$ cat config.mk
export PLATFORM = sky130hd
export DESIGN_NAME = unix_seconds_to_calendar_flat
export DESIGN_NICKNAME = d
export VERILOG_FILES = /design/src/sv/usc_pkg.sv /design/src/sv/usc_in_if.sv /design/src/sv/usc_out_if.sv /design/src/sv/usc_time_split.sv /design/src/sv/usc_date_chain.sv /design/src/sv/unix_seconds_to_calendar.sv /design/src/flat_wrapper.sv
export SDC_FILE = /design/constraint.sdc
export NUM_CORES = 2
export LEC_CHECK = 0
export BUFFER_PORTS_ARGS = -buffer_cell sky130_fd_sc_hd__clkbuf_2
export CORE_ASPECT_RATIO = 1.4
export CORE_MARGIN = 3
export CORE_UTILIZATION = 60
export CTS_CLUSTER_DIAMETER = 100
export DETAILED_ROUTE_END_ITERATION = 8
export GPL_TIMING_DRIVEN = 0
export PLACE_DENSITY = 0.76
export SYNTH_ARGS = -nofsm -noshare
export SYNTH_HDL_FRONTEND = slang
export SYNTH_SLANG_ARGS = --single-unit
$ cat constraint.sdc
create_clock -name clk -period 13.1 [get_ports clk]
set_input_delay 2.62 -clock clk [delete_from_list [all_inputs] [get_ports clk]]
set_output_delay 2.62 -clock clk [all_outputs]
set_load 0.005 [all_outputs]
$ cat src/sv/usc_pkg.sv
// usc_pkg: shared types, reciprocal constants and lookup for the
// unix-seconds-to-calendar pipeline. No dependencies.
package usc_pkg;

  // Time of day carried alongside the date computation
  typedef struct packed {
    logic [4:0] hour;
    logic [5:0] minute;
    logic [5:0] second;
  } usc_tod_t;

  // Output of the time split: whole days since epoch plus time of day
  typedef struct packed {
    logic [15:0] days;
    usc_tod_t    tod;
  } usc_split_t;

  // Final calendar result
  typedef struct packed {
    logic [11:0] year;
    logic [3:0]  month;
    logic [4:0]  day_of_month;
    usc_tod_t    tod;
  } usc_cal_t;

  // x/15 = (x * RECIP_15) >> 35, exact for 32-bit x
  localparam logic [31:0] RECIP_15    = 32'h8888_8889;
  localparam int unsigned RECIP_15_SH = 35;
  // x/3 = (x * RECIP_3) >> 33, exact for 32-bit x
  localparam logic [31:0] RECIP_3     = 32'hAAAA_AAAB;
  localparam int unsigned RECIP_3_SH  = 33;

  localparam logic [5:0]  SECS_PER_MIN  = 6'd60;
  localparam logic [5:0]  MINS_PER_HOUR = 6'd60;
  localparam logic [4:0]  HOURS_PER_DAY = 5'd24;

  // Gregorian century correction
  localparam logic [18:0] CENT_BIAS  = 19'd102032;
  localparam logic [18:0] CENT_LEN1  = 19'd146097;
  localparam logic [18:0] CENT_LEN2  = 19'd292194;
  localparam logic [4:0]  CENT_BASE  = 5'd15;
  localparam logic [21:0] JD_EPOCH   = 22'd2442113;

  // Year count: (20*b - 2442) / 7305, reciprocal with shift 40
  localparam logic [4:0]  YR_SCALE     = 5'd20;
  localparam logic [25:0] YR_BIAS      = 26'd2442;
  localparam logic [27:0] RECIP_7305   = 28'd150514939;
  localparam logic [8:0]  DAYS_PER_YR  = 9'd365;

  // Month: d*1000/30601, folded to one constant, shift 36
  localparam logic [31:0] RECIP_30601K = 32'd2245662000;
  localparam logic [4:0]  DAYS_PER_MON = 5'd30;

  // Month fold-back
  localparam logic [4:0]  LAST_MAR_MONTH = 5'd13;
  localparam logic [4:0]  MAR_MONTH_OFS  = 5'd1;
  localparam logic [4:0]  JAN_MONTH_OFS  = 5'd13;
  localparam logic [12:0] YEAR_OFS_MAR   = 13'd4716;
  localparam logic [12:0] YEAR_OFS_JAN   = 13'd4715;

  // floor(e * 601 / 1000)
  function automatic logic [4:0] month_frac(input logic [4:0] e);
    logic [4:0] r;
    unique case (e)
      5'd0:  r = 5'd0;
      5'd1:  r = 5'd0;
      5'd2:  r = 5'd1;
      5'd3:  r = 5'd1;
      5'd4:  r = 5'd2;
      5'd5:  r = 5'd3;
      5'd6:  r = 5'd3;
      5'd7:  r = 5'd4;
      5'd8:  r = 5'd4;
      5'd9:  r = 5'd5;
      5'd10: r = 5'd6;
      5'd11: r = 5'd6;
      5'd12: r = 5'd7;
      5'd13: r = 5'd7;
      5'd14: r = 5'd8;
      5'd15: r = 5'd9;
      5'd16: r = 5'd9;
      5'd17: r = 5'd10;
      5'd18: r = 5'd10;
      5'd19: r = 5'd11;
      5'd20: r = 5'd12;
      5'd21: r = 5'd12;
      5'd22: r = 5'd13;
      5'd23: r = 5'd13;
      5'd24: r = 5'd14;
      5'd25: r = 5'd15;
      5'd26: r = 5'd15;
      5'd27: r = 5'd16;
      5'd28: r = 5'd16;
      5'd29: r = 5'd17;
      5'd30: r = 5'd18;
      5'd31: r = 5'd18;
    endcase
    return r;
  endfunction

endpackage

$ cat src/sv/usc_in_if.sv
// usc_in_if: input channel carrying the seconds count.
// Depends on nothing.
interface usc_in_if;
  logic        valid;
  logic        ready;
  logic [31:0] unix_seconds;

  modport source (output valid, output unix_seconds, input ready);
  modport sink   (input valid, input unix_seconds, output ready);
endinterface

$ cat src/sv/usc_out_if.sv
// usc_out_if: output channel carrying the calendar fields.
// Depends on nothing.
interface usc_out_if;
  logic        valid;
  logic        ready;
  logic [11:0] year;
  logic [3:0]  month;
  logic [4:0]  day_of_month;
  logic [4:0]  hour;
  logic [5:0]  minute;
  logic [5:0]  second;

  modport source (output valid, output year, output month, output day_of_month,
                  output hour, output minute, output second, input ready);
  modport sink   (input valid, input year, input month, input day_of_month,
                  input hour, input minute, input second, output ready);
endinterface

$ cat src/sv/usc_time_split.sv
// usc_time_split: three-stage split of seconds into days, hour, minute, second.
// Depends on usc_pkg.
module usc_time_split (
  input  logic                clk,
  input  logic                rst,
  input  logic                in_valid,
  output logic                in_ready,
  input  logic [31:0]         unix_seconds,
  output logic                out_valid,
  input  logic                out_ready,
  output usc_pkg::usc_split_t out_data
);
  import usc_pkg::*;

  // stage 1: total minutes, second
  logic        v1;
  logic [26:0] q1;
  logic [5:0]  sec1;
  // stage 2: total hours, minute
  logic        v2;
  logic [20:0] q2;
  logic [5:0]  sec2, min2;
  // stage 3: days, hour
  logic        v3;
  logic [15:0] days3;
  logic [5:0]  sec3, min3;
  logic [4:0]  hr3;

  logic        en1, en2, en3;

  logic [61:0] prod1;
  logic [26:0] q1_c;
  logic [5:0]  sec_c;
  logic [56:0] prod2;
  logic [20:0] q2_c;
  logic [5:0]  min_c;
  logic [49:0] prod3;
  logic [15:0] days_c;
  logic [4:0]  hr_c;

  assign en3      = !v3 || out_ready;
  assign en2      = !v2 || en3;
  assign en1      = !v1 || en2;
  assign in_ready = en1;

  // t/60 = (t/4)/15
  assign prod1 = unix_seconds[31:2] * RECIP_15;
  assign q1_c  = prod1[61:RECIP_15_SH];
  assign sec_c = unix_seconds[5:0] - 6'(q1_c[5:0] * SECS_PER_MIN);

  assign prod2 = q1[26:2] * RECIP_15;
  assign q2_c  = prod2[55:RECIP_15_SH];
  assign min_c = q1[5:0] - 6'(q2_c[5:0] * MINS_PER_HOUR);

  // h/24 = (h/8)/3
  assign prod3  = q2[20:3] * RECIP_3;
  assign days_c = prod3[48:RECIP_3_SH];
  assign hr_c   = q2[4:0] - 5'(days_c[4:0] * HOURS_PER_DAY);

  always_ff @(posedge clk) begin
    if (rst) begin
      v1 <= 1'b0;
      v2 <= 1'b0;
      v3 <= 1'b0;
    end else begin
      if (en1) v1 <= in_valid;
      if (en2) v2 <= v1;
      if (en3) v3 <= v2;
    end
  end

  always_ff @(posedge clk) begin
    if (en1) begin
      q1   <= q1_c;
      sec1 <= sec_c;
    end
    if (en2) begin
      q2   <= q2_c;
      min2 <= min_c;
      sec2 <= sec1;
    end
    if (en3) begin
      days3 <= days_c;
      hr3   <= hr_c;
      min3  <= min2;
      sec3  <= sec2;
    end
  end

  assign out_valid           = v3;
  assign out_data.days       = days3;
  assign out_data.tod.hour   = hr3;
  assign out_data.tod.minute = min3;
  assign out_data.tod.second = sec3;

endmodule

$ cat src/sv/usc_date_chain.sv
// usc_date_chain: five-stage day count to year, month, day conversion.
// Depends on usc_pkg.
module usc_date_chain (
  input  logic                clk,
  input  logic                rst,
  input  logic                in_valid,
  output logic                in_ready,
  input  usc_pkg::usc_split_t in_data,
  output logic                out_valid,
  input  logic                out_ready,
  output usc_pkg::usc_cal_t   out_data
);
  import usc_pkg::*;

  logic        v4, v5, v6, v7, v8;
  logic        en4, en5, en6, en7, en8;
  usc_tod_t    tod4, tod5, tod6, tod7;

  logic [21:0] b4, b5;
  logic [12:0] c5, c6, c7;
  logic [9:0]  d6, d7;
  logic [4:0]  e7;
  usc_cal_t    res8;

  logic [18:0] n4;
  logic [4:0]  a4;
  logic [21:0] b_c;
  logic [25:0] n5;
  logic [53:0] prod5;
  logic [12:0] c_c;
  logic [21:0] d_full;
  logic [41:0] prod7;
  logic [4:0]  e_c;
  logic [9:0]  f_full;
  usc_cal_t    res_c;

  assign en8      = !v8 || out_ready;
  assign en7      = !v7 || en8;
  assign en6      = !v6 || en7;
  assign en5      = !v5 || en6;
  assign en4      = !v4 || en5;
  assign in_ready = en4;

  // century correction: quotient is 0, 1 or 2 over the input range
  assign n4 = {1'b0, in_data.days, 2'b00} + CENT_BIAS;
  always_comb begin
    priority if (n4 >= CENT_LEN2) a4 = CENT_BASE + 5'd2;
    else if (n4 >= CENT_LEN1)     a4 = CENT_BASE + 5'd1;
    else                          a4 = CENT_BASE;
  end
  assign b_c = 22'(in_data.days) + JD_EPOCH + 22'(a4 - (a4 >> 2));

  assign n5    = 26'(b4) * 26'(YR_SCALE) - YR_BIAS;
  assign prod5 = n5 * RECIP_7305;
  assign c_c   = prod5[52:40];

  // day offset in a March-based year, always under 1024
  assign d_full = b5 - 22'(c5) * 22'(DAYS_PER_YR) - 22'(c5[12:2]);

  assign prod7 = d6 * RECIP_30601K;
  assign e_c   = prod7[40:36];

  assign f_full = d7 - 10'(e7) * 10'(DAYS_PER_MON) - 10'(month_frac(e7));

  always_comb begin
    res_c.tod          = tod7;
    res_c.day_of_month = f_full[4:0];
    if (e7 <= LAST_MAR_MONTH) begin
      res_c.year  = 12'(c7 - YEAR_OFS_MAR);
      res_c.month = 4'(e7 - MAR_MONTH_OFS);
    end else begin
      res_c.year  = 12'(c7 - YEAR_OFS_JAN);
      res_c.month = 4'(e7 - JAN_MONTH_OFS);
    end
  end

  always_ff @(posedge clk) begin
    if (rst) begin
      v4 <= 1'b0;
      v5 <= 1'b0;
      v6 <= 1'b0;
      v7 <= 1'b0;
      v8 <= 1'b0;
    end else begin
      if (en4) v4 <= in_valid;
      if (en5) v5 <= v4;
      if (en6) v6 <= v5;
      if (en7) v7 <= v6;
      if (en8) v8 <= v7;
    end
  end

  always_ff @(posedge clk) begin
    if (en4) begin
      b4   <= b_c;
      tod4 <= in_data.tod;
    end
    if (en5) begin
      b5   <= b4;
      c5   <= c_c;
      tod5 <= tod4;
    end
    if (en6) begin
      c6   <= c5;
      d6   <= d_full[9:0];
      tod6 <= tod5;
    end
    if (en7) begin
      c7   <= c6;
      d7   <= d6;
      e7   <= e_c;
      tod7 <= tod6;
    end
    if (en8) begin
      res8 <= res_c;
    end
  end

  assign out_valid = v8;
  assign out_data  = res8;

endmodule

$ cat src/sv/unix_seconds_to_calendar.sv
// unix_seconds_to_calendar: seconds since 1970-01-01 00:00:00 UTC to Gregorian
// year, month, day and time of day. Uses usc_pkg, usc_in_if, usc_out_if,
// usc_time_split and usc_date_chain.
// Each input transaction is registered through stages 1 to 8 in order before its matching output transaction.
// Throughput: one transaction per cycle; each stage holds while the next is full.
// Reset (rst, synchronous) clears the stage valid bits only.
module unix_seconds_to_calendar (
  input logic       clk,
  input logic       rst,
  usc_in_if.sink    sec_in,
  usc_out_if.source cal_out
);
  import usc_pkg::*;

  // Stages 1-3 peel off second, minute and hour with reciprocal multiplies
  // (one multiplier per stage). Stages 4-8 run the Julian-day chain:
  //   4: century correction (two compares) and shifted day number
  //   5: year count via reciprocal of 7305
  //   6: day offset within a March-based year
  //   7: March-based month via reciprocal of 30601
  //   8: day of month, fold Jan/Feb into the next year; output register
  // Valid bits travel with the data and each stage has a local ready, so
  // bubbles collapse under backpressure and nothing is dropped or repeated.

  logic       split_valid;
  logic       split_ready;
  usc_split_t split_data;
  usc_cal_t   cal_data;

  usc_time_split u_split (
    .clk          (clk),
    .rst          (rst),
    .in_valid     (sec_in.valid),
    .in_ready     (sec_in.ready),
    .unix_seconds (sec_in.unix_seconds),
    .out_valid    (split_valid),
    .out_ready    (split_ready),
    .out_data     (split_data)
  );

  usc_date_chain u_date (
    .clk       (clk),
    .rst       (rst),
    .in_valid  (split_valid),
    .in_ready  (split_ready),
    .in_data   (split_data),
    .out_valid (cal_out.valid),
    .out_ready (cal_out.ready),
    .out_data  (cal_data)
  );

  assign cal_out.year         = cal_data.year;
  assign cal_out.month        = cal_data.month;
  assign cal_out.day_of_month = cal_data.day_of_month;
  assign cal_out.hour         = cal_data.tod.hour;
  assign cal_out.minute       = cal_data.tod.minute;
  assign cal_out.second       = cal_data.tod.second;

endmodule

$ cat src/flat_wrapper.sv
// flat-port wrapper written by rule: the top's interface ports become plain ports
module unix_seconds_to_calendar_flat import usc_pkg::*;
  (clk, rst, sec_in_valid, sec_in_unix_seconds, sec_in_ready, cal_out_valid, cal_out_year, cal_out_month, cal_out_day_of_month, cal_out_hour, cal_out_minute, cal_out_second, cal_out_ready);
  usc_in_if sec_in_i ();
  usc_out_if cal_out_i ();
  input logic clk;
  input logic rst;
  input wire logic [$bits(sec_in_i.valid)-1:0] sec_in_valid;
  input wire logic [$bits(sec_in_i.unix_seconds)-1:0] sec_in_unix_seconds;
  output wire logic [$bits(sec_in_i.ready)-1:0] sec_in_ready;
  output wire logic [$bits(cal_out_i.valid)-1:0] cal_out_valid;
  output wire logic [$bits(cal_out_i.year)-1:0] cal_out_year;
  output wire logic [$bits(cal_out_i.month)-1:0] cal_out_month;
  output wire logic [$bits(cal_out_i.day_of_month)-1:0] cal_out_day_of_month;
  output wire logic [$bits(cal_out_i.hour)-1:0] cal_out_hour;
  output wire logic [$bits(cal_out_i.minute)-1:0] cal_out_minute;
  output wire logic [$bits(cal_out_i.second)-1:0] cal_out_second;
  input wire logic [$bits(cal_out_i.ready)-1:0] cal_out_ready;
  assign sec_in_i.valid = sec_in_valid;
  assign sec_in_i.unix_seconds = sec_in_unix_seconds;
  assign sec_in_ready = sec_in_i.ready;
  assign cal_out_valid = cal_out_i.valid;
  assign cal_out_year = cal_out_i.year;
  assign cal_out_month = cal_out_i.month;
  assign cal_out_day_of_month = cal_out_i.day_of_month;
  assign cal_out_hour = cal_out_i.hour;
  assign cal_out_minute = cal_out_i.minute;
  assign cal_out_second = cal_out_i.second;
  assign cal_out_i.ready = cal_out_ready;
  unix_seconds_to_calendar u_core (.clk(clk), .rst(rst), .sec_in(sec_in_i), .cal_out(cal_out_i));
endmodule
==> run metrics <==
CTS tree=yes; Initial Util=0.609; Crit. End Element=flop; average routed wire per standard cell=~18 um; largest net degree at the start of global routing=45; crit path DAT=between 10 and 15 ns; Hold Vio Cnt, Final=0; Synth async-reset ratio=0; worst reg-to-reg setup slack=1.55 ns; total grt overflow=0; routed wire length=95700 um; Setup TNS=0 ns; vias in the first global route=32.2k; # fillers=5864; Crit path top cell by count=fa_1; startpoint type of the worst setup path=flop; reg2reg path depth=34; most used flip-flop cell after synthesis=edfxtp_1; delay-heaviest family, CP=adder cells; clk_skew=around 0.027 ns; Gate Count Post-Synth=4146; post-cts resize count=0; Initial DRT Pass Iterations=5; Detailed Route Iter0 Violations=1191; synth unique cells=85; hold path cells=0; die height=334 um; Area Growth Syn to Fin=6.27%; Tcrit/Tclk final=0.882; endpoints failing setup=0; clk sinks=302; fin crit period=11.55 ns; H-tree depth=2; multi-input logic area=roughly 33000 um^2; #FFs+latches synth=302; RSZ-0062 raised after global routing=no; hpwl dp=83600 um; critical path class=reg -> reg; Worst-Skew Late Latency=0.55 ns; register area share after synthesis=0.194; storage element area=8940 um^2; first-pass GRT wire length=159000 um; Inserted Diodes=0; Max Slew Vio Count=0; PortBufs=74; CTS root buffer=clkbuf_16; number of synthesized flops with an enable pin=a little under 300; CTS Buf Count=35; Max Cap Viol=0; YS warnings=0; status=completed; Hold Path Class=reg -> reg; routed via count=29.3k; remaining antenna violation count after routing=0; Least-Margin Pin Slew=1.27 ns; slew margin rel.=0.146; CTS clock-pin slew for the worst setup and hold paths=~0.060 ns; DRC violations left=0; Avg Synthesized Cell Area=11.1 um^2; Slowest cell on crit path=xnor2_1; CP required=between 10 and 15 ns; Global Route Usage Sum=0.250; Mapped Area=46000 um^2; I/O pins=76; Final Net Count=5998; Worst path max stage delay=0.69 ns; die area=80100 um^2; count of hold-fix buffers inserted at cts=0; GPL Wtd Cong=0.981; hold endpoint=u_core.u_date.tod5[5]; layout cells sized above 1=0.0412; Buf/Inv on CP=4; row cnt=119; hold path start=u_core.u_date.tod4[5]; post-CTS setup buffers=0; fmax=around 87 MHz; Die W=240 um; RR Endpoint=u_core.u_date.c5[11]; area of the core=75600 um^2; crit-path max FO=9; reg-to-reg startpoint=u_core.u_date.b4[1]; Max Root-Sink Buffers=3; initial antenna violation count=0; vias per cell=5.57
[cells in the final DEF (no fill, tap or decap), drive strengths merged, types with 10 or more instances in the layout]
cell type	synthesis	layout
a211oi	20	20
a21o	82	82
a21oi	137	137
a31oi	16	16
and3	17	17
and4	11	11
clkbuf	8	126
clkinv	1	10
conb	2	11
dfxtp	13	13
edfxtp	289	289
fa	645	645
ha	1048	1048
inv	1054	1059
mux2i	12	12
nand2	87	87
nand2b	17	17
nand3	39	39
nand4	35	35
nor2	93	93
nor2b	16	16
nor3	35	35
o211ai	13	13
o21a	22	22
o21ai	69	69
o21bai	22	22
or2	17	17
xnor2	136	136
xor2	56	56
[flip-flops by register name (all words and copies together), names as in the netlist, 6 cells and up, named ones only]
name                    count
u_core.u_split.q1          27
u_core.u_date.c5           12
u_core.u_split.q2          21
u_core.u_split.min3         6
u_core.u_date.b5           10
u_core.u_split.min2         6
u_core.u_date.c7           12
u_core.u_date.c6           12
u_core.u_date.d6           10
u_core.u_date.tod5         17
u_core.u_date.b4           18
u_core.u_date.res_c        17
u_core.u_split.sec1         6
u_core.u_date.out_data     38
u_core.u_split.days3       16
u_core.u_date.tod6         17
u_core.u_split.sec2         6
u_core.u_split.sec3         6
u_core.u_date.tod4         17
[layout make-up]
class                      count  area share
sequential                   302       0.183
clock buffer                  44      0.0194
timing repair buffer          77     0.00859
tap                          968      0.0248
buffer                        11     0.00102
inverter                    1055      0.0810
clock inverter                20     0.00532
multi-input combinational   2787       0.677
[logic make-up (layout without fill, tap and decap cells)]
kind of cell               count (synthesis)  in the layout  share of synthesized area
adders and majority gates               1693           1693                      0.565
buffers and inverters                   1066           1207                     0.0871
AOI/OAI and AO/OA                        468            468                     0.0682
and+or+nand+nor                          408            408                     0.0451
DFF                                      302            302                      0.194
xor gates and xnor gates                 192            192                     0.0365
muxes                                     15             15                    0.00334
other                                      2             11                   0.000163
[worst max path at each step]
stage | endpoint | slack [ns] | from | depth (start not counted)
3_3_place_gp | u_core.u_date.c5[11] | 1.68 | u_core.u_date.b4[1] | 34
3_5_place_dp | u_core.u_date.c5[11] | 1.55 | u_core.u_date.b4[1] | 34
2_1_floorplan | u_core.u_date.c5[11] | 3.47 | u_core.u_date.b4[1] | 35
4_1_cts | u_core.u_date.c5[11] | 1.54 | u_core.u_date.b4[1] | 34
6_report | u_core.u_date.c5[11] | 1.55 | u_core.u_date.b4[1] | 34
5_1_grt | u_core.u_date.c5[11] | 0.99 | u_core.u_date.b4[1] | 34
[metal layers]
layer | track usage | routed length, um
met1 | 0.282 | 35500
met5 | 0 | 0
met2 | 0.476 | 52400
met4 | 0.106 | 4830
met3 | 0.0261 | 2990
[per-stage QoR]
step | instances | util | hold slack, ns | setup WS (ns) | instance area (um^2)
global route | 5264 | 0.647 | 0.412 | 0.993 | 48900
detailed placement | 5200 | 0.631 | 0.405 | 1.55 | 47700
finish | 5264 | 0.647 | 0.413 | 1.55 | 48900
floorplan | 4155 | - | 0.400 | 3.47 | 46100
CTS | 5264 | 0.647 | 0.414 | 1.54 | 48900
global placement | 5197 | 0.630 | 0.401 | 1.68 | 47600
[cells in the mapped netlist (6+ instances only)]
cell type,n,area (um^2)
nand2b_1,17,106
nand3_1,39,195
clkbuf_1,8,30.0
nor3_1,34,170
inv_1,1054,3960
nor4_1,7,43.8
o22ai_1,8,50.1
a21boi_0,8,60.1
o21a_1,22,165
ha_1,1048,13100
a21oi_1,136,681
o31ai_1,6,45.0
o21bai_1,22,165
nand2_1,87,327
and3_1,17,106
nor2_1,92,345
nand4_1,35,219
or3_1,8,50.1
a31oi_1,15,93.8
a2111oi_0,8,70.1
nor2b_1,16,100
fa_1,645,12900
o211ai_1,13,97.6
edfxtp_1,289,8680
a21o_1,82,616
xor2_1,56,490
o21ai_0,65,325
and4_1,11,96.3
and2_1,9,56.3
dfxtp_1,13,260
mux2i_1,12,120
xnor2_1,136,1190
or2_2,14,87.6
a211oi_1,18,135
Power is left out: the tool's default activity adds up to more than one toggle a clock period on the data nets, which glitch-free logic cannot reach.
